<file path="src/hdl/arp_seq_pkg.sv">
// ----------------------------------------------------------------------------
// arp_seq_pkg
// Types, register indexes and constants of the chord arpeggiator sequencer.
// ----------------------------------------------------------------------------
package arp_seq_pkg;

  localparam int MAX_STEPS_DEF = 16;
  localparam int MAX_SPAN_DEF  = 4;

  localparam int CFG_IDX_W  = 3;
  localparam int CFG_DATA_W = 48;

  localparam logic [CFG_IDX_W-1:0] REG_ARP_ENABLE       = 3'd0;
  localparam logic [CFG_IDX_W-1:0] REG_NOTE_COUNT       = 3'd1;
  localparam logic [CFG_IDX_W-1:0] REG_CHORD_PITCHES    = 3'd2;
  localparam logic [CFG_IDX_W-1:0] REG_OCTAVE_SPAN      = 3'd3;
  localparam logic [CFG_IDX_W-1:0] REG_PATTERN          = 3'd4;
  localparam logic [CFG_IDX_W-1:0] REG_CHORD_GENERATION = 3'd5;
  localparam logic [CFG_IDX_W-1:0] REG_BEATS_PER_STEP   = 3'd6;
  localparam logic [CFG_IDX_W-1:0] REG_SAMPLE_RATE      = 3'd7;

  localparam logic [1:0] PAT_UP     = 2'd0;
  localparam logic [1:0] PAT_DOWN   = 2'd1;
  localparam logic [1:0] PAT_BOUNCE = 2'd2;

  localparam int OCTAVE_Q8     = 3072;
  localparam int TEMPO_MIN_Q4  = 320;
  localparam int TEMPO_MAX_Q4  = 4800;
  localparam int BEATS_DEFAULT = 128;
  localparam int STEP_SCALE    = 960;
  localparam int GATE_NUM      = 11;
  localparam int GATE_DEN      = 20;
  localparam int RATE_RESET    = 48000;

  localparam int DIVD_W = 40;
  localparam int DIVS_W = 13;
  localparam int STEP_W = 32;

  typedef struct packed {
    logic [11:0] block_samples;
    logic [12:0] tempo_bpm;
  } in_item_t;

  typedef struct packed {
    logic               event_kind;
    logic               voice_id;
    logic signed [15:0] note_pitch;
    logic               last_event;
  } out_item_t;

  typedef struct packed {
    logic latch_in;
    logic do_disable;
    logic fill_init;
    logic fill_step;
    logic do_restart;
    logic mul_load;
    logic div_step_start;
    logic store_step;
    logic acc_add;
    logic acc_step;
    logic mod_sub;
    logic adv;
    logic map;
    logic rd;
    logic emit_off;
    logic emit_on;
  } cmd_t;

  typedef struct packed {
    logic enabled;
    logic fill_last;
    logic restart_needed;
    logic div_busy;
    logic step_hit;
    logic mod_ge;
    logic want_off;
    logic want_on;
    logic out_free;
  } sts_t;

endpackage

</file>
<file path="src/hdl/chord_arpeggiator_sequencer.sv">
// ----------------------------------------------------------------------------
// chord_arpeggiator_sequencer
// Steps an arpeggio over a stacked chord once per audio block.
// ----------------------------------------------------------------------------
// One input beat per audio block carries the sample count and the tempo.
// Each block yields zero, one or two output beats (note off, note on); the
// final beat of a block has last_event set. Registers are written through a
// plain write port; the user must write them only while the block is idle,
// which the block itself does not enforce. Each enabled block rebuilds the
// step list, one entry a cycle, to octave_span * note_count + 1 entries, at
// most MAX_STEPS. A disabled block goes straight to the event states, and a
// restart from the list build to the list read. A running block divides for
// the step length in a two-bit-per-cycle divider, accumulates and advances
// the index on a step; an index left past the period by a register change
// drops one period per subtraction. Output stalls lengthen a block.
// in_stall_o is high from acceptance until the last beat is in the output
// register. A finished beat waits in that register while out_stall_i is
// high, and the next block is accepted meanwhile.
// Reset clears the walk, the voice toggle and the output register, and loads
// the register defaults.
// ----------------------------------------------------------------------------
module chord_arpeggiator_sequencer #(
  parameter int MAX_STEPS = arp_seq_pkg::MAX_STEPS_DEF,
  parameter int MAX_SPAN  = arp_seq_pkg::MAX_SPAN_DEF
) (
  input  logic                                clk_i,
  input  logic                                rst_ni,
  input  logic                                cfg_we_i,
  input  logic [arp_seq_pkg::CFG_IDX_W-1:0]   cfg_idx_i,
  input  logic [arp_seq_pkg::CFG_DATA_W-1:0]  cfg_wdata_i,
  input  logic                                in_valid_i,
  output logic                                in_stall_o,
  input  arp_seq_pkg::in_item_t               in_data_i,
  output logic                                out_valid_o,
  input  logic                                out_stall_i,
  output arp_seq_pkg::out_item_t              out_data_o
);

  arp_seq_pkg::cmd_t cmd;
  arp_seq_pkg::sts_t sts;

  arp_seq_ctrl u_ctrl (
    .clk_i      (clk_i),
    .rst_ni     (rst_ni),
    .in_valid_i (in_valid_i),
    .in_stall_o (in_stall_o),
    .sts_i      (sts),
    .cmd_o      (cmd)
  );

  arp_seq_dp #(
    .MAX_STEPS (MAX_STEPS),
    .MAX_SPAN  (MAX_SPAN)
  ) u_dp (
    .clk_i       (clk_i),
    .rst_ni      (rst_ni),
    .cfg_we_i    (cfg_we_i),
    .cfg_idx_i   (cfg_idx_i),
    .cfg_wdata_i (cfg_wdata_i),
    .in_data_i   (in_data_i),
    .cmd_i       (cmd),
    .sts_o       (sts),
    .out_valid_o (out_valid_o),
    .out_stall_i (out_stall_i),
    .out_data_o  (out_data_o)
  );

endmodule

</file>
<file path="src/hdl/arp_seq_div.sv">
// ----------------------------------------------------------------------------
// arp_seq_div
// Restoring divider, two quotient bits per cycle.
// ----------------------------------------------------------------------------
module arp_seq_div (
  input  logic                              clk_i,
  input  logic                              rst_ni,
  input  logic                              start_i,
  input  logic [arp_seq_pkg::DIVD_W-1:0]    dividend_i,
  input  logic [arp_seq_pkg::DIVS_W-1:0]    divisor_i,
  output logic                              busy_o,
  output logic [arp_seq_pkg::DIVD_W-1:0]    quotient_o
);

  localparam int DW      = arp_seq_pkg::DIVD_W;
  localparam int SW      = arp_seq_pkg::DIVS_W;
  localparam int NSTEPS  = DW / 2;
  localparam int CNT_W   = $clog2(NSTEPS + 1);

  logic [CNT_W-1:0] cnt_q;
  logic [DW-1:0]    quo_q, quo_d;
  logic [SW-1:0]    rem_q, rem_d, dvs_q;
  logic [SW:0]      trial;

  always_comb begin
    rem_d = rem_q;
    quo_d = quo_q;
    trial = '0;
    for (int b = 0; b < 2; b++) begin
      trial = {rem_d, quo_d[DW-1]};
      quo_d = {quo_d[DW-2:0], 1'b0};
      if (trial >= {1'b0, dvs_q}) begin
        rem_d    = SW'(trial - {1'b0, dvs_q});
        quo_d[0] = 1'b1;
      end else begin
        rem_d = trial[SW-1:0];
      end
    end
  end

  always_ff @(posedge clk_i or negedge rst_ni) begin
    if (!rst_ni) begin
      cnt_q <= '0;
    end else if (start_i) begin
      cnt_q <= CNT_W'(NSTEPS);
    end else if (cnt_q != '0) begin
      cnt_q <= cnt_q - 1'b1;
    end
  end

  always_ff @(posedge clk_i) begin
    if (start_i) begin
      quo_q <= dividend_i;
      rem_q <= '0;
      dvs_q <= divisor_i;
    end else if (cnt_q != '0) begin
      quo_q <= quo_d;
      rem_q <= rem_d;
    end
  end

  assign busy_o     = (cnt_q != '0);
  assign quotient_o = quo_q;

endmodule

</file>
<file path="src/hdl/arp_seq_ctrl.sv">
// ----------------------------------------------------------------------------
// arp_seq_ctrl
// Sequencing state machine: takes each audio block through list build, step
// length division, accumulation, index advance and event output as needed.
// ----------------------------------------------------------------------------
module arp_seq_ctrl (
  input  logic                clk_i,
  input  logic                rst_ni,
  input  logic                in_valid_i,
  output logic                in_stall_o,
  input  arp_seq_pkg::sts_t   sts_i,
  output arp_seq_pkg::cmd_t   cmd_o
);

  localparam logic [3:0] S_IDLE   = 4'd0;
  localparam logic [3:0] S_DECIDE = 4'd1;
  localparam logic [3:0] S_FILL   = 4'd2;
  localparam logic [3:0] S_MUL1   = 4'd3;
  localparam logic [3:0] S_MUL2   = 4'd4;
  localparam logic [3:0] S_DIV1   = 4'd5;
  localparam logic [3:0] S_ACC1   = 4'd6;
  localparam logic [3:0] S_ACC2   = 4'd7;
  localparam logic [3:0] S_MOD    = 4'd8;
  localparam logic [3:0] S_ADV    = 4'd9;
  localparam logic [3:0] S_MAP    = 4'd10;
  localparam logic [3:0] S_READ   = 4'd11;
  localparam logic [3:0] S_EOFF   = 4'd12;
  localparam logic [3:0] S_EON    = 4'd13;

  logic [3:0] state_q, state_d;

  assign in_stall_o = (state_q != S_IDLE);

  always_comb begin
    state_d = state_q;
    cmd_o   = '0;
    unique case (state_q)
      S_IDLE: begin
        if (in_valid_i) begin
          cmd_o.latch_in = 1'b1;
          state_d        = S_DECIDE;
        end
      end
      S_DECIDE: begin
        if (!sts_i.enabled) begin
          cmd_o.do_disable = 1'b1;
          state_d          = S_EOFF;
        end else begin
          cmd_o.fill_init = 1'b1;
          state_d         = S_FILL;
        end
      end
      S_FILL: begin
        cmd_o.fill_step = 1'b1;
        if (sts_i.fill_last) begin
          if (sts_i.restart_needed) begin
            cmd_o.do_restart = 1'b1;
            state_d          = S_MAP;
          end else begin
            state_d = S_MUL1;
          end
        end
      end
      S_MUL1: begin
        cmd_o.mul_load = 1'b1;
        state_d        = S_MUL2;
      end
      S_MUL2: begin
        cmd_o.div_step_start = 1'b1;
        state_d              = S_DIV1;
      end
      S_DIV1: begin
        if (!sts_i.div_busy) begin
          cmd_o.store_step = 1'b1;
          state_d          = S_ACC1;
        end
      end
      S_ACC1: begin
        cmd_o.acc_add = 1'b1;
        state_d       = S_ACC2;
      end
      S_ACC2: begin
        cmd_o.acc_step = 1'b1;
        state_d        = sts_i.step_hit ? S_MOD : S_EOFF;
      end
      S_MOD: begin
        if (sts_i.mod_ge) begin
          cmd_o.mod_sub = 1'b1;
        end else begin
          cmd_o.adv = 1'b1;
          state_d   = S_MAP;
        end
      end
      S_ADV: begin
        state_d = S_MAP;
      end
      S_MAP: begin
        cmd_o.map = 1'b1;
        state_d   = S_READ;
      end
      S_READ: begin
        cmd_o.rd = 1'b1;
        state_d  = S_EOFF;
      end
      S_EOFF: begin
        if (!sts_i.want_off) begin
          state_d = S_EON;
        end else if (sts_i.out_free) begin
          cmd_o.emit_off = 1'b1;
          state_d        = S_EON;
        end
      end
      S_EON: begin
        if (!sts_i.want_on) begin
          state_d = S_IDLE;
        end else if (sts_i.out_free) begin
          cmd_o.emit_on = 1'b1;
          state_d       = S_IDLE;
        end
      end
      default: state_d = S_IDLE;
    endcase
  end

  always_ff @(posedge clk_i or negedge rst_ni) begin
    if (!rst_ni) begin
      state_q <= S_IDLE;
    end else begin
      state_q <= state_d;
    end
  end

endmodule

</file>
<file path="src/hdl/arp_seq_dp.sv">
// ----------------------------------------------------------------------------
// arp_seq_dp
// Datapath: configuration registers, step list, step length arithmetic,
// walk state and the output register.
// ----------------------------------------------------------------------------
module arp_seq_dp #(
  parameter int MAX_STEPS = arp_seq_pkg::MAX_STEPS_DEF,
  parameter int MAX_SPAN  = arp_seq_pkg::MAX_SPAN_DEF
) (
  input  logic                                clk_i,
  input  logic                                rst_ni,
  input  logic                                cfg_we_i,
  input  logic [arp_seq_pkg::CFG_IDX_W-1:0]   cfg_idx_i,
  input  logic [arp_seq_pkg::CFG_DATA_W-1:0]  cfg_wdata_i,
  input  arp_seq_pkg::in_item_t               in_data_i,
  input  arp_seq_pkg::cmd_t                   cmd_i,
  output arp_seq_pkg::sts_t                   sts_o,
  output logic                                out_valid_o,
  input  logic                                out_stall_i,
  output arp_seq_pkg::out_item_t              out_data_o
);

  localparam int ADDR_W = (MAX_STEPS > 1) ? $clog2(MAX_STEPS) : 1;
  localparam int LEN_W  = $clog2(MAX_STEPS + 1);
  localparam int IDX_W  = $clog2(2 * MAX_STEPS);
  localparam int SPAN_W = $clog2(MAX_SPAN + 1);
  localparam int OFF_W  = $clog2(arp_seq_pkg::OCTAVE_Q8 * MAX_SPAN + 1);
  localparam int SUM_W  = ((OFF_W > 15) ? OFF_W : 15) + 2;
  localparam int DW     = arp_seq_pkg::DIVD_W;
  localparam int SW     = arp_seq_pkg::DIVS_W;
  localparam int STW    = arp_seq_pkg::STEP_W;
  localparam int GW     = STW + 5;

  // Configuration registers.
  logic        en_q;
  logic [1:0]  cnt_q;
  logic [47:0] pit_q;
  logic [2:0]  span_q;
  logic [1:0]  pat_q;
  logic [7:0]  gen_q;
  logic [11:0] beats_q;
  logic [17:0] rate_q;

  always_ff @(posedge clk_i or negedge rst_ni) begin
    if (!rst_ni) begin
      en_q    <= 1'b0;
      cnt_q   <= '0;
      pit_q   <= '0;
      span_q  <= 3'd1;
      pat_q   <= arp_seq_pkg::PAT_UP;
      gen_q   <= '0;
      beats_q <= 12'(arp_seq_pkg::BEATS_DEFAULT);
      rate_q  <= 18'(arp_seq_pkg::RATE_RESET);
    end else if (cfg_we_i) begin
      unique case (cfg_idx_i)
        arp_seq_pkg::REG_ARP_ENABLE:       en_q    <= cfg_wdata_i[0];
        arp_seq_pkg::REG_NOTE_COUNT:       cnt_q   <= cfg_wdata_i[1:0];
        arp_seq_pkg::REG_CHORD_PITCHES:    pit_q   <= cfg_wdata_i[47:0];
        arp_seq_pkg::REG_OCTAVE_SPAN:      span_q  <= cfg_wdata_i[2:0];
        arp_seq_pkg::REG_PATTERN:          pat_q   <= cfg_wdata_i[1:0];
        arp_seq_pkg::REG_CHORD_GENERATION: gen_q   <= cfg_wdata_i[7:0];
        arp_seq_pkg::REG_BEATS_PER_STEP:   beats_q <= cfg_wdata_i[11:0];
        arp_seq_pkg::REG_SAMPLE_RATE:      rate_q  <= cfg_wdata_i[17:0];
      endcase
    end
  end

  // Three-input sort; unused slots hold the largest pitch and sink to the end.
  logic signed [15:0] srt0, srt1, srt2, swp;

  always_comb begin
    srt0 = (cnt_q > 2'd0) ? $signed(pit_q[15:0])  : 16'sh7fff;
    srt1 = (cnt_q > 2'd1) ? $signed(pit_q[31:16]) : 16'sh7fff;
    srt2 = (cnt_q > 2'd2) ? $signed(pit_q[47:32]) : 16'sh7fff;
    swp  = '0;
    if (srt0 > srt1) begin
      swp = srt0; srt0 = srt1; srt1 = swp;
    end
    if (srt1 > srt2) begin
      swp = srt1; srt1 = srt2; srt2 = swp;
    end
    if (srt0 > srt1) begin
      swp = srt0; srt0 = srt1; srt1 = swp;
    end
  end

  logic [SPAN_W-1:0] span_eff;

  always_comb begin
    if (span_q == 3'd0) begin
      span_eff = SPAN_W'(1);
    end else if (int'(span_q) > MAX_SPAN) begin
      span_eff = SPAN_W'(MAX_SPAN);
    end else begin
      span_eff = SPAN_W'(span_q);
    end
  end

  // Step list build: one entry per cycle, octave by octave, root on top.
  logic [1:0]          fi_q;
  logic [SPAN_W-1:0]   fo_q;
  logic [OFF_W-1:0]    off_q;
  logic [LEN_W-1:0]    len_q;
  logic signed [15:0]  list_q [MAX_STEPS];
  logic                fill_last, room;
  logic signed [15:0]  base, fill_val;
  logic signed [SUM_W-1:0] sum_s;

  assign fill_last = (fo_q == span_eff);
  assign room      = (len_q < LEN_W'(MAX_STEPS));

  always_comb begin
    if (fill_last) begin
      base = srt0;
    end else begin
      unique case (fi_q)
        2'd0:    base = srt0;
        2'd1:    base = srt1;
        default: base = srt2;
      endcase
    end
    sum_s = $signed({{(SUM_W-16){base[15]}}, base})
          + $signed({{(SUM_W-OFF_W){1'b0}}, off_q});
    if ((&sum_s[SUM_W-1:15]) || !(|sum_s[SUM_W-1:15])) begin
      fill_val = sum_s[15:0];
    end else begin
      fill_val = sum_s[SUM_W-1] ? 16'sh8000 : 16'sh7fff;
    end
  end

  always_ff @(posedge clk_i or negedge rst_ni) begin
    if (!rst_ni) begin
      fi_q  <= '0;
      fo_q  <= '0;
      off_q <= '0;
      len_q <= '0;
    end else if (cmd_i.fill_init) begin
      fi_q  <= '0;
      fo_q  <= '0;
      off_q <= '0;
      len_q <= '0;
    end else if (cmd_i.fill_step) begin
      if (room) begin
        len_q <= len_q + 1'b1;
      end
      if (!fill_last) begin
        if (fi_q == cnt_q - 2'd1) begin
          fi_q  <= '0;
          fo_q  <= fo_q + 1'b1;
          off_q <= off_q + OFF_W'(arp_seq_pkg::OCTAVE_Q8);
        end else begin
          fi_q <= fi_q + 2'd1;
        end
      end
    end
  end

  // Walk period and list address.
  logic [IDX_W-1:0] period, idx_inc, map_k;
  logic [IDX_W-1:0] idx_q;
  logic [ADDR_W-1:0] addr_q;
  logic signed [15:0] pitch_q;

  always_comb begin
    if (pat_q == arp_seq_pkg::PAT_BOUNCE && len_q > LEN_W'(1)) begin
      period = IDX_W'({len_q - 1'b1, 1'b0});
    end else begin
      period = IDX_W'(len_q);
    end
    idx_inc = idx_q + 1'b1;
    if (pat_q == arp_seq_pkg::PAT_DOWN) begin
      map_k = IDX_W'(len_q) - 1'b1 - idx_q;
    end else if (pat_q == arp_seq_pkg::PAT_BOUNCE && len_q > LEN_W'(1)) begin
      map_k = (idx_q < IDX_W'(len_q)) ? idx_q : period - idx_q;
    end else begin
      map_k = idx_q;
    end
  end

  always_ff @(posedge clk_i) begin
    if (cmd_i.fill_step && room) begin
      list_q[len_q[ADDR_W-1:0]] <= fill_val;
    end
    if (cmd_i.map) begin
      addr_q <= map_k[ADDR_W-1:0];
    end
    if (cmd_i.rd) begin
      pitch_q <= list_q[addr_q];
    end
  end

  // Step length through the divider.
  logic [11:0]     samp_q;
  logic [12:0]     tempo_q, tempo_c;
  logic [11:0]     beats_eff;
  logic [29:0]     prod_q;
  logic [STW-1:0]  step_q;
  logic            div_start, div_busy;
  logic [DW-1:0]   div_dividend, div_quot;
  logic [SW-1:0]   div_divisor;

  assign beats_eff = (beats_q == '0) ? 12'(arp_seq_pkg::BEATS_DEFAULT) : beats_q;

  always_comb begin
    if (tempo_q < 13'(arp_seq_pkg::TEMPO_MIN_Q4)) begin
      tempo_c = 13'(arp_seq_pkg::TEMPO_MIN_Q4);
    end else if (tempo_q > 13'(arp_seq_pkg::TEMPO_MAX_Q4)) begin
      tempo_c = 13'(arp_seq_pkg::TEMPO_MAX_Q4);
    end else begin
      tempo_c = tempo_q;
    end
  end

  assign div_start    = cmd_i.div_step_start;
  assign div_dividend = DW'(prod_q) * DW'(arp_seq_pkg::STEP_SCALE);
  assign div_divisor  = tempo_c;

  arp_seq_div u_div (
    .clk_i      (clk_i),
    .rst_ni     (rst_ni),
    .start_i    (div_start),
    .dividend_i (div_dividend),
    .divisor_i  (div_divisor),
    .busy_o     (div_busy),
    .quotient_o (div_quot)
  );

  always_ff @(posedge clk_i) begin
    if (cmd_i.latch_in) begin
      samp_q  <= in_data_i.block_samples;
      tempo_q <= in_data_i.tempo_bpm;
    end
    if (cmd_i.mul_load) begin
      prod_q <= 30'(rate_q) * 30'(beats_eff);
    end
    if (cmd_i.store_step) begin
      step_q <= div_quot[STW-1:0];
    end
  end

  // Accumulator and walk state.
  logic            run_q, snd_q, svoice_q, nvb_q, woff_q, won_q;
  logic [7:0]      seen_q;
  logic [STW-1:0]  acc_q;
  logic [STW:0]    acc_sum;
  logic            step_hit, gate_hit, twice_hit;
  logic [GW-1:0]   gate_lhs, gate_rhs;

  assign acc_sum   = {1'b0, acc_q} + {{(STW-19){1'b0}}, samp_q, 8'd0};
  assign step_hit  = (acc_q >= step_q);
  assign twice_hit = ({1'b0, acc_q} >= {step_q, 1'b0});

  // The gate sits at 11/20 of the step, rounded down. acc reaches it exactly
  // when step * 11 <= acc * 20 + 19, which needs only shifts and adds.
  assign gate_lhs = GW'({step_q, 3'b0}) + GW'({step_q, 1'b0}) + GW'(step_q);
  assign gate_rhs = GW'({acc_q, 4'b0}) + GW'({acc_q, 2'b0})
                  + GW'(arp_seq_pkg::GATE_DEN - 1);
  assign gate_hit = (gate_lhs <= gate_rhs);

  logic            ov_q;
  arp_seq_pkg::out_item_t od_q;
  logic            out_free;

  assign out_free = !ov_q || !out_stall_i;

  always_ff @(posedge clk_i or negedge rst_ni) begin
    if (!rst_ni) begin
      run_q    <= 1'b0;
      seen_q   <= '0;
      idx_q    <= '0;
      acc_q    <= '0;
      snd_q    <= 1'b0;
      svoice_q <= 1'b0;
      nvb_q    <= 1'b0;
      woff_q   <= 1'b0;
      won_q    <= 1'b0;
      ov_q     <= 1'b0;
    end else begin
      if (cmd_i.do_disable) begin
        woff_q <= run_q && snd_q;
        won_q  <= 1'b0;
        run_q  <= 1'b0;
      end
      if (cmd_i.do_restart) begin
        run_q  <= 1'b1;
        seen_q <= gen_q;
        idx_q  <= '0;
        acc_q  <= '0;
        woff_q <= snd_q;
        won_q  <= 1'b1;
      end
      if (cmd_i.acc_add) begin
        acc_q <= acc_sum[STW] ? '1 : acc_sum[STW-1:0];
      end
      if (cmd_i.acc_step) begin
        // A stalled accumulator that still covers a whole step starts over.
        if (step_hit) begin
          acc_q  <= twice_hit ? '0 : acc_q - step_q;
          woff_q <= snd_q;
          won_q  <= 1'b1;
        end else begin
          woff_q <= snd_q && gate_hit;
          won_q  <= 1'b0;
        end
      end
      if (cmd_i.mod_sub) begin
        idx_q <= idx_q - period;
      end
      if (cmd_i.adv) begin
        idx_q <= (idx_inc == period) ? '0 : idx_inc;
      end
      if (cmd_i.emit_off) begin
        snd_q <= 1'b0;
        ov_q  <= 1'b1;
      end else if (cmd_i.emit_on) begin
        snd_q    <= 1'b1;
        svoice_q <= nvb_q;
        nvb_q    <= ~nvb_q;
        ov_q     <= 1'b1;
      end else if (ov_q && !out_stall_i) begin
        ov_q <= 1'b0;
      end
    end
  end

  always_ff @(posedge clk_i) begin
    if (cmd_i.emit_off) begin
      od_q.event_kind <= 1'b0;
      od_q.voice_id   <= svoice_q;
      od_q.note_pitch <= '0;
      od_q.last_event <= !won_q;
    end else if (cmd_i.emit_on) begin
      od_q.event_kind <= 1'b1;
      od_q.voice_id   <= nvb_q;
      od_q.note_pitch <= pitch_q;
      od_q.last_event <= 1'b1;
    end
  end

  assign out_valid_o = ov_q;
  assign out_data_o  = od_q;

  always_comb begin
    sts_o                = '0;
    sts_o.enabled        = en_q && (cnt_q != 2'd0);
    sts_o.fill_last      = fill_last;
    sts_o.restart_needed = !run_q || (gen_q != seen_q);
    sts_o.div_busy       = div_busy;
    sts_o.step_hit       = step_hit;
    sts_o.mod_ge         = (idx_q >= period);
    sts_o.want_off       = woff_q;
    sts_o.want_on        = won_q;
    sts_o.out_free       = out_free;
  end

endmodule

</file>
<file path="config.mk">
export PLATFORM = sky130hd
export DESIGN_NAME = chord_arpeggiator_sequencer
export DESIGN_NICKNAME = d
export VERILOG_FILES = /design/src/hdl/arp_seq_pkg.sv /design/src/hdl/chord_arpeggiator_sequencer.sv /design/src/hdl/arp_seq_div.sv /design/src/hdl/arp_seq_ctrl.sv /design/src/hdl/arp_seq_dp.sv
export SDC_FILE = /design/constraint.sdc
export NUM_CORES = 2
export LEC_CHECK = 0
export BUFFER_PORTS_ARGS = -buffer_cell sky130_fd_sc_hd__buf_2
export CAP_MARGIN = 10
export CORE_ASPECT_RATIO = 1.25
export CORE_UTILIZATION = 60
export DETAILED_ROUTE_END_ITERATION = 10
export PLACE_DENSITY = 0.77
export SLEW_MARGIN = 5
export SYNTH_ARGS = -nofsm -noshare
export SYNTH_HDL_FRONTEND = slang
export SYNTH_SLANG_ARGS = --single-unit
</file>
<file path="constraint.sdc">
create_clock -name clk_i -period 11.4 [get_ports clk_i]
set_clock_uncertainty 0.15 [all_clocks]
set_input_delay 0.57 -clock clk_i [delete_from_list [all_inputs] [get_ports clk_i]]
set_output_delay 0.57 -clock clk_i [all_outputs]
set_load 0.03 [all_outputs]
</file>
## Yosys cells after proc, flatten, opt, wreduce, memory -nomap -nowiden

Memories as Yosys holds them, arrays and structs flattened. A register that Yosys moved wholly into a read port is not among the register bits.
Index checks and enable logic that the tools add are counted.

| storage, ports and cells | value |
|---|---|
| RAM bits | 256 |
| flip-flop bits (word level) | 355 |
| input port bits | 81 |
| output and inout port bits | 21 |
| word-level logic and storage cells | 269 |
| memories | 1 |

Memory list:

| memory | words | bits a word | rd ports | clocked after memory_dff | write ports | RTL line | source |
|---|---|---|---|---|---|---|---|
| u_dp.list_q | 16 | 16 | 1 | 1 | 1 | arp_seq_dp.sv:104 | `logic signed [15:0] list_q [MAX_STEPS];` |

| cells by class | value |
|---|---|
| bitwise operators | 2 |
| equal/unequal tests | 34 |
| mux-type cells | 107 |
| add/subtract/negate cells | 20 |
| reduce and logical (&&, ||, !) cells | 47 |
| $lt $le $gt $ge | 18 |
| multiply operators | 2 |

Operators by type and width:

| cell | number |
|---|---|
| $mux W16 | 12 |
| $mux W32 | 6 |
| $mux W40 | 2 |
| $mux W14 | 4 |
| $pmux W4 S14 | 1 |
| $mux W4 | 13 |
| $mux W5 | 10 |
| $gt A16 B16 Y1 | 3 |
| $mux W13 | 3 |
| $mux W1 | 38 |
| $add A36 B34 Y37 | 1 |
| $add A37 B32 Y37 | 1 |
| $add A37 B5 Y37 const B | 1 |
| $le A37 B37 Y1 | 1 |
| $add A35 B33 Y36 | 1 |
| $mux W18 | 2 |
| $mul A30 B4 Y34 const B | 1 |
| $add A32 B20 Y33 | 1 |
| $ge A32 B33 Y1 | 1 |
| $ge A32 B32 Y1 | 1 |
| $pmux W16 S2 | 1 |
| $sub A32 B32 Y32 | 1 |
| $mul A18 B12 Y30 | 1 |
| $ge A14 B13 Y1 | 2 |
| 55 further kinds | 122 |

## Longest topological paths before layout

| depth | value |
|---|---|
| depth after elaboration | 15 |
| gate-level depth with buffers | 47 |
| gate-level depth less buffers | 38 |

## Modules after synthesis

Synthesis repeated with hierarchy kept, for this count alone.

| unflattened totals | value |
|---|---|
| cell total of the unflattened synthesis | 4224 |
| area total of the unflattened synthesis | 46298.2 um^2 |

By module, submodules not included:

| module | instances | cells an instance | area each (um^2) | seq. area each (um^2) |
|---|---|---|---|---|
| arp_seq_dp | 1 | 3770 | 41453.5 | 15315.9 |
| arp_seq_div | 1 | 381 | 4321.6 | 1976.9 |
| arp_seq_ctrl | 1 | 73 | 523.0 | 100.1 |

## Worst setup path before layout

OpenSTA, ideal clock, no wires.

| timing path | value |
|---|---|
| path type | register to register |
| start point | register u_dp.cnt_q[0] |
| end point | memory u_dp.list_q[0][14], data pin |
| path buffers | 9 |
| clock period less this slack | 10178 ps |
| setup slack | 1222 ps |
| data arrival time | 9687 ps |
| required time | 10910 ps |
| stages on the path, launching flop included | 42 |
| setup time | 340 ps |
| path through | dfrtp_1 > inv_1 > ha_1 > clkbuf_1 > clkbuf_1 > or2_2 > ha_1 > a21oi_1 > nor2_1 > a2111oi_1 > a31oi_4 > nor2_2 > buf_6 > clkbuf_1 > a21oi_1 > ha_1 > and4_1 > nand2_1 > (+6 left out) > and4_1 > a21oi_1 > nand4_1 > o31ai_1 > or2_2 > clkbuf_1 > clkbuf_1 > nor2_1 > a21oi_1 > o22ai_1 > ha_1 > clkbuf_1 > a21o_1 > a21oi_1 > inv_1 > a21oi_1 > nor2_1 > a211oi_1 |

| between the ends | value |
|---|---|
| cells in the longest elaborated chain, start to end | 15 |
| elaborated cells on any way between the ends | 24 |
| those cells by class | 1 x add/sub; 6 x order compare; 13 x mux; 4 x reduce/logical |

Ends and longest elaborated chain:

| what | RTL line | source |
|---|---|---|
| from (decl) | arp_seq_dp.sv:36 | `logic [1:0] cnt_q;` |
| from (signal assigned) | arp_seq_dp.sv:57 | `arp_seq_pkg::REG_NOTE_COUNT: cnt_q <= cfg_wdata_i[1:0];` |
| $gt A2 B1 Y1 (on tied branches) | arp_seq_dp.sv:72, arp_seq_dp.sv:73 |  |
| $mux W16 (on tied branches) | arp_seq_dp.sv:72, arp_seq_dp.sv:73 |  |
| $gt A16 B16 Y1 | arp_seq_dp.sv:76 | `if (srt0 > srt1) begin` |
| $mux W16 | arp_seq_dp.sv:76 |  |
| $gt A16 B16 Y1 | arp_seq_dp.sv:79 | `if (srt1 > srt2) begin` |
| $mux W16 | arp_seq_dp.sv:79 |  |
| $gt A16 B16 Y1 | arp_seq_dp.sv:82 | `if (srt0 > srt1) begin` |
| $mux W16 | arp_seq_dp.sv:82 |  |
| $pmux W16 S2 | arp_seq_dp.sv:116 | `unique case (fi_q)` |
| $mux W16 * | arp_seq_dp.sv:113 | `if (fill_last) begin` |
| $add A16 B15 Y17 * | arp_seq_dp.sv:123 | `+ $signed({{(SUM_W-OFF_W){1'b0}}, off_q});` |
| $reduce_or A2 Y1 | arp_seq_dp.sv:124 | `if ((&sum_s[SUM_W-1:15]) \|\| !(\|sum_s[SUM_W-1:15])) begin` |
| $logic_not A1 Y1 | arp_seq_dp.sv:124 |  |
| $logic_or A1 B1 Y1 | arp_seq_dp.sv:124 |  |
| $mux W16 * | arp_seq_dp.sv:124 |  |
| net u_dp.fill_val[14] | arp_seq_dp.sv:106 | `logic signed [15:0] base, fill_val;` |
| to (decl) | arp_seq_dp.sv:104 |  |

Mark *: on every way through the listed nets, which the timed path passes. The rest lies on a longest branch.

## Worst setup path after layout

| timing path | value |
|---|---|
| start point | register u_dp.cnt_q[1] |
| end point | memory u_dp.list_q[8][7], data pin |

The elaborated chain is that of the path after synthesis.

==> results.ini <==
[synth]
yosysWarnings = 0
synthCells = 4236
synth.distinct_cells = 94
yosys.area.top_type = edfxtp_1
ys.flop_type = edfxtp_1
ys_top_cells_by_area = edfxtp_1 27%, ha_1 12%, fa_1 9.9%
yosys_register_bits = 617
synth_top_area_share_pct = 27.0
synth_area_um2 = 45800
synth_edf_count = 412
synthTopCellsByCount = 446 x ha_1, 412 x edfxtp_1, 369 x nand2_1, 321 x inv_1, 268 x a21oi_1
yosysSeqAreaShare_pct = 37.8
ys_async_sr_fraction_pct = 27.4
yosysMostFrequentCell = ha_1
syn_avg_cell_area_um2 = 10.8

[route]
drc = 0
viasPerCell = 6.15
drt_iter0_drc = 2408
vias = 33156
routed_wl_um = 111000
dr.pass1.iters = 6
drt.antenna.violating_nets = 0
wl_per_cell_um = 20.6

[layout]
fill_cells = 5659
multi_input_area_um2 = 26800
nets = 5126
antenna_cells = 0
area_growth_pct = 9.47
final_layout_size_suffix_gt1_share_pct = 11.9
register_area_um2 = 17300

[clock_network]
cts_tree = yes
clk_pin_slew_ps = 60
cts_max_level = 2
cts_root_buffer = clkbuf_16
clockBufferDepth = 3
cts_sinks = 617
cts-buffers-inserted = 60
cts_setup_buffers = 0
clk_latency_ps = 670

[timing]
min_period_over_period_pct = 94.1
tightest_slew_ps = 1180
setup-tns-final_ps = 0
hold_viol_final = 0
relSlewSlack_pct = 21.0
fin_crit_ps = 10730
setup_viol = 0
rsz0062_at_grt = no
max_freq_ghz = 0.0932
slew_violations = 0

[grt]
use_met2_pct = 52.5
grt_usage_pct = 28.8
grt_pass1_vias = 33694
grt_max_degree = 73
globalRouteOverflowTotal = 0
grt-busiest-layer = met2
antenna_found_initial = 1
met1_usage_pct = 34.2
grt_pass1_wl_um = 178000
met3_usage_pct = 3.34

[worst_setup_path]
worst-path-stages = 37
r2r_cells = 37
reg2reg_slack_ps = 670
path_buf_inv = 4
crit_required_ps = 11540
path_delay_family = compound AO/OA/AOI/OAI gates
cp_data_arrival_time_ps = 10870
crit_path_max_fanout = 27
crit_type = flop to flop
cp_common_cell = ha_1
endpoint_kind = flop
critical-path-max-stage-delay_ps = 780
cp-start-kind = flop
slowest_stage = a2111oi_1

[run]
maxCapViolations = 0

[outcome]
outcome = complete, no violations

[floorplan]
pin_count = 102
start_util_pct = 61.0
die_area_um2 = 77500
core_area_um2 = 75100
row_count = 112
dieWidth_um = 249
die_y_um = 311

[placed_design]
gp_congestion = 0.936
numPortBuffers = 101
hpwl_um = 81300

[hold_path]
hold_class = input pin to flop
hold_depth = 2

==> logic make-up (layout without fill, tap and decap cells) <==
logic type	count (synthesis)	count (layout)	share of synthesized area, %
other	1	2	0.00818
AOI/OAI and AO/OA	940	940	13.1
muxes	227	227	7.46
adders and majority gates	673	673	22.1
buffers and inverters	464	650	3.87
DFF	617	617	37.8
xor gates and xnor gates	222	222	4.24
and+or+nand+nor	1092	1092	11.4
==> through the flow <==
| step | std cells | setup WS (ps) | hold slack (ps) | util (%) | instance area [um^2] |
|---|---|---|---|---|---|
| finish | 5392 | 675 | 34.0 | 66.8 | 50200 |
| global placement | 5225 | 1130 | 288 | 63.2 | 47500 |
| detailed placement | 5225 | 926 | 291 | 63.2 | 47500 |
| global route | 5392 | 43.0 | 11.6 | 66.8 | 50200 |
| CTS | 5391 | 798 | 4.75 | 66.8 | 50200 |
| floorplan | 4237 | 1220 | 124 | - | 45800 |
==> final timing paths <==
path | startpoint | endpoint
max | u_dp.cnt_q[1] | u_dp.list_q[8][7]
min | cfg_wdata_i[31] | u_dp.pit_q[31]
max reg2reg | u_dp.cnt_q[1] | u_dp.list_q[8][7]
min reg2reg | u_dp.u_div.quotient_o[8] | u_dp.step_q[8]
max in group asynchronous | rst_ni | u_dp.pit_q[35]
min in group asynchronous | rst_ni | u_dp.acc_q[28]
==> metal layers <==
layer / wire (um) / part of all wire, % / up-vias
li1: - / - / 15568
met3: 5630 / 5.1 / 259
met4: 4890 / 4.4 / 0
met2: 57300 / 52 / 1052
met1: 43000 / 39 / 16277
met5: 0 / 0 / -
==> area by class of cell <==
cell class	instances	share of cell area [%]
clock inverters	29	0.716
clock buffers	84	3.55
repair buffers	216	3.01
multi-input cells	3156	53.4
inverters	321	2.40
well taps	969	2.42
flip-flops and latches	617	34.6
==> sequential cells by signal, summed over array words and instances, names as in the netlist, 4 cells and up <==
| signal | count |
|---|---|
| u_dp.out_data_o | 19 |
| u_dp.addr_q | 4 |
| u_dp.samp_q | 12 |
| u_dp.list_q | 256 |
| u_dp.u_div.cnt_q | 5 |
| u_dp.beats_q | 12 |
| u_dp.acc_q | 32 |
| u_dp.pitch_q | 16 |
| u_dp.seen_q | 8 |
| u_dp.off_q | 4 |
| u_dp.rate_q | 18 |
| u_dp.tempo_q | 13 |
| u_dp.len_q | 5 |
| u_ctrl.state_q | 4 |
| u_dp.u_div.rem_q | 13 |
| u_dp.idx_q | 5 |
| u_dp.u_div.quotient_o | 40 |
| u_dp.pit_q | 48 |
| u_dp.gen_q | 8 |
| u_dp.step_q | 32 |
| u_dp.prod_q | 30 |
| u_dp.u_div.dvs_q | 13 |
==> repair_timing <==
item                                   4_1_cts  5_1_grt
resized for setup                            0        0
endpoints found under the hold margin       91        0
hold buffers                                53        0
==> cell usage in the layout, fill, tap and decap left out, types with 28 or more instances in the layout <==
cell / count
ha_1: 446
edfxtp_1: 412
nand2_1: 369
inv_1: 321
a21oi_1: 268
nor2_1: 251
fa_1: 227
o21ai_0: 214
dfrtp_1: 160
xnor2_1: 135
a21o_1: 121
mux2_2: 117
buf_2: 100
xor2_1: 87
mux4_2: 80
clkbuf_16: 66
and2_1: 64
nor3_1: 63
buf_4: 62
nand3_1: 59
nand2b_1: 56
dlygate4sd3_1: 53
nor2b_1: 51
nand4_1: 49
dfxtp_1: 36
mux2i_1: 30
a31oi_1: 30
o21a_1: 29
o21bai_1: 28
Power is not shown: default switching activity piles up to over one toggle a cycle in this logic, so the estimate is an artifact.
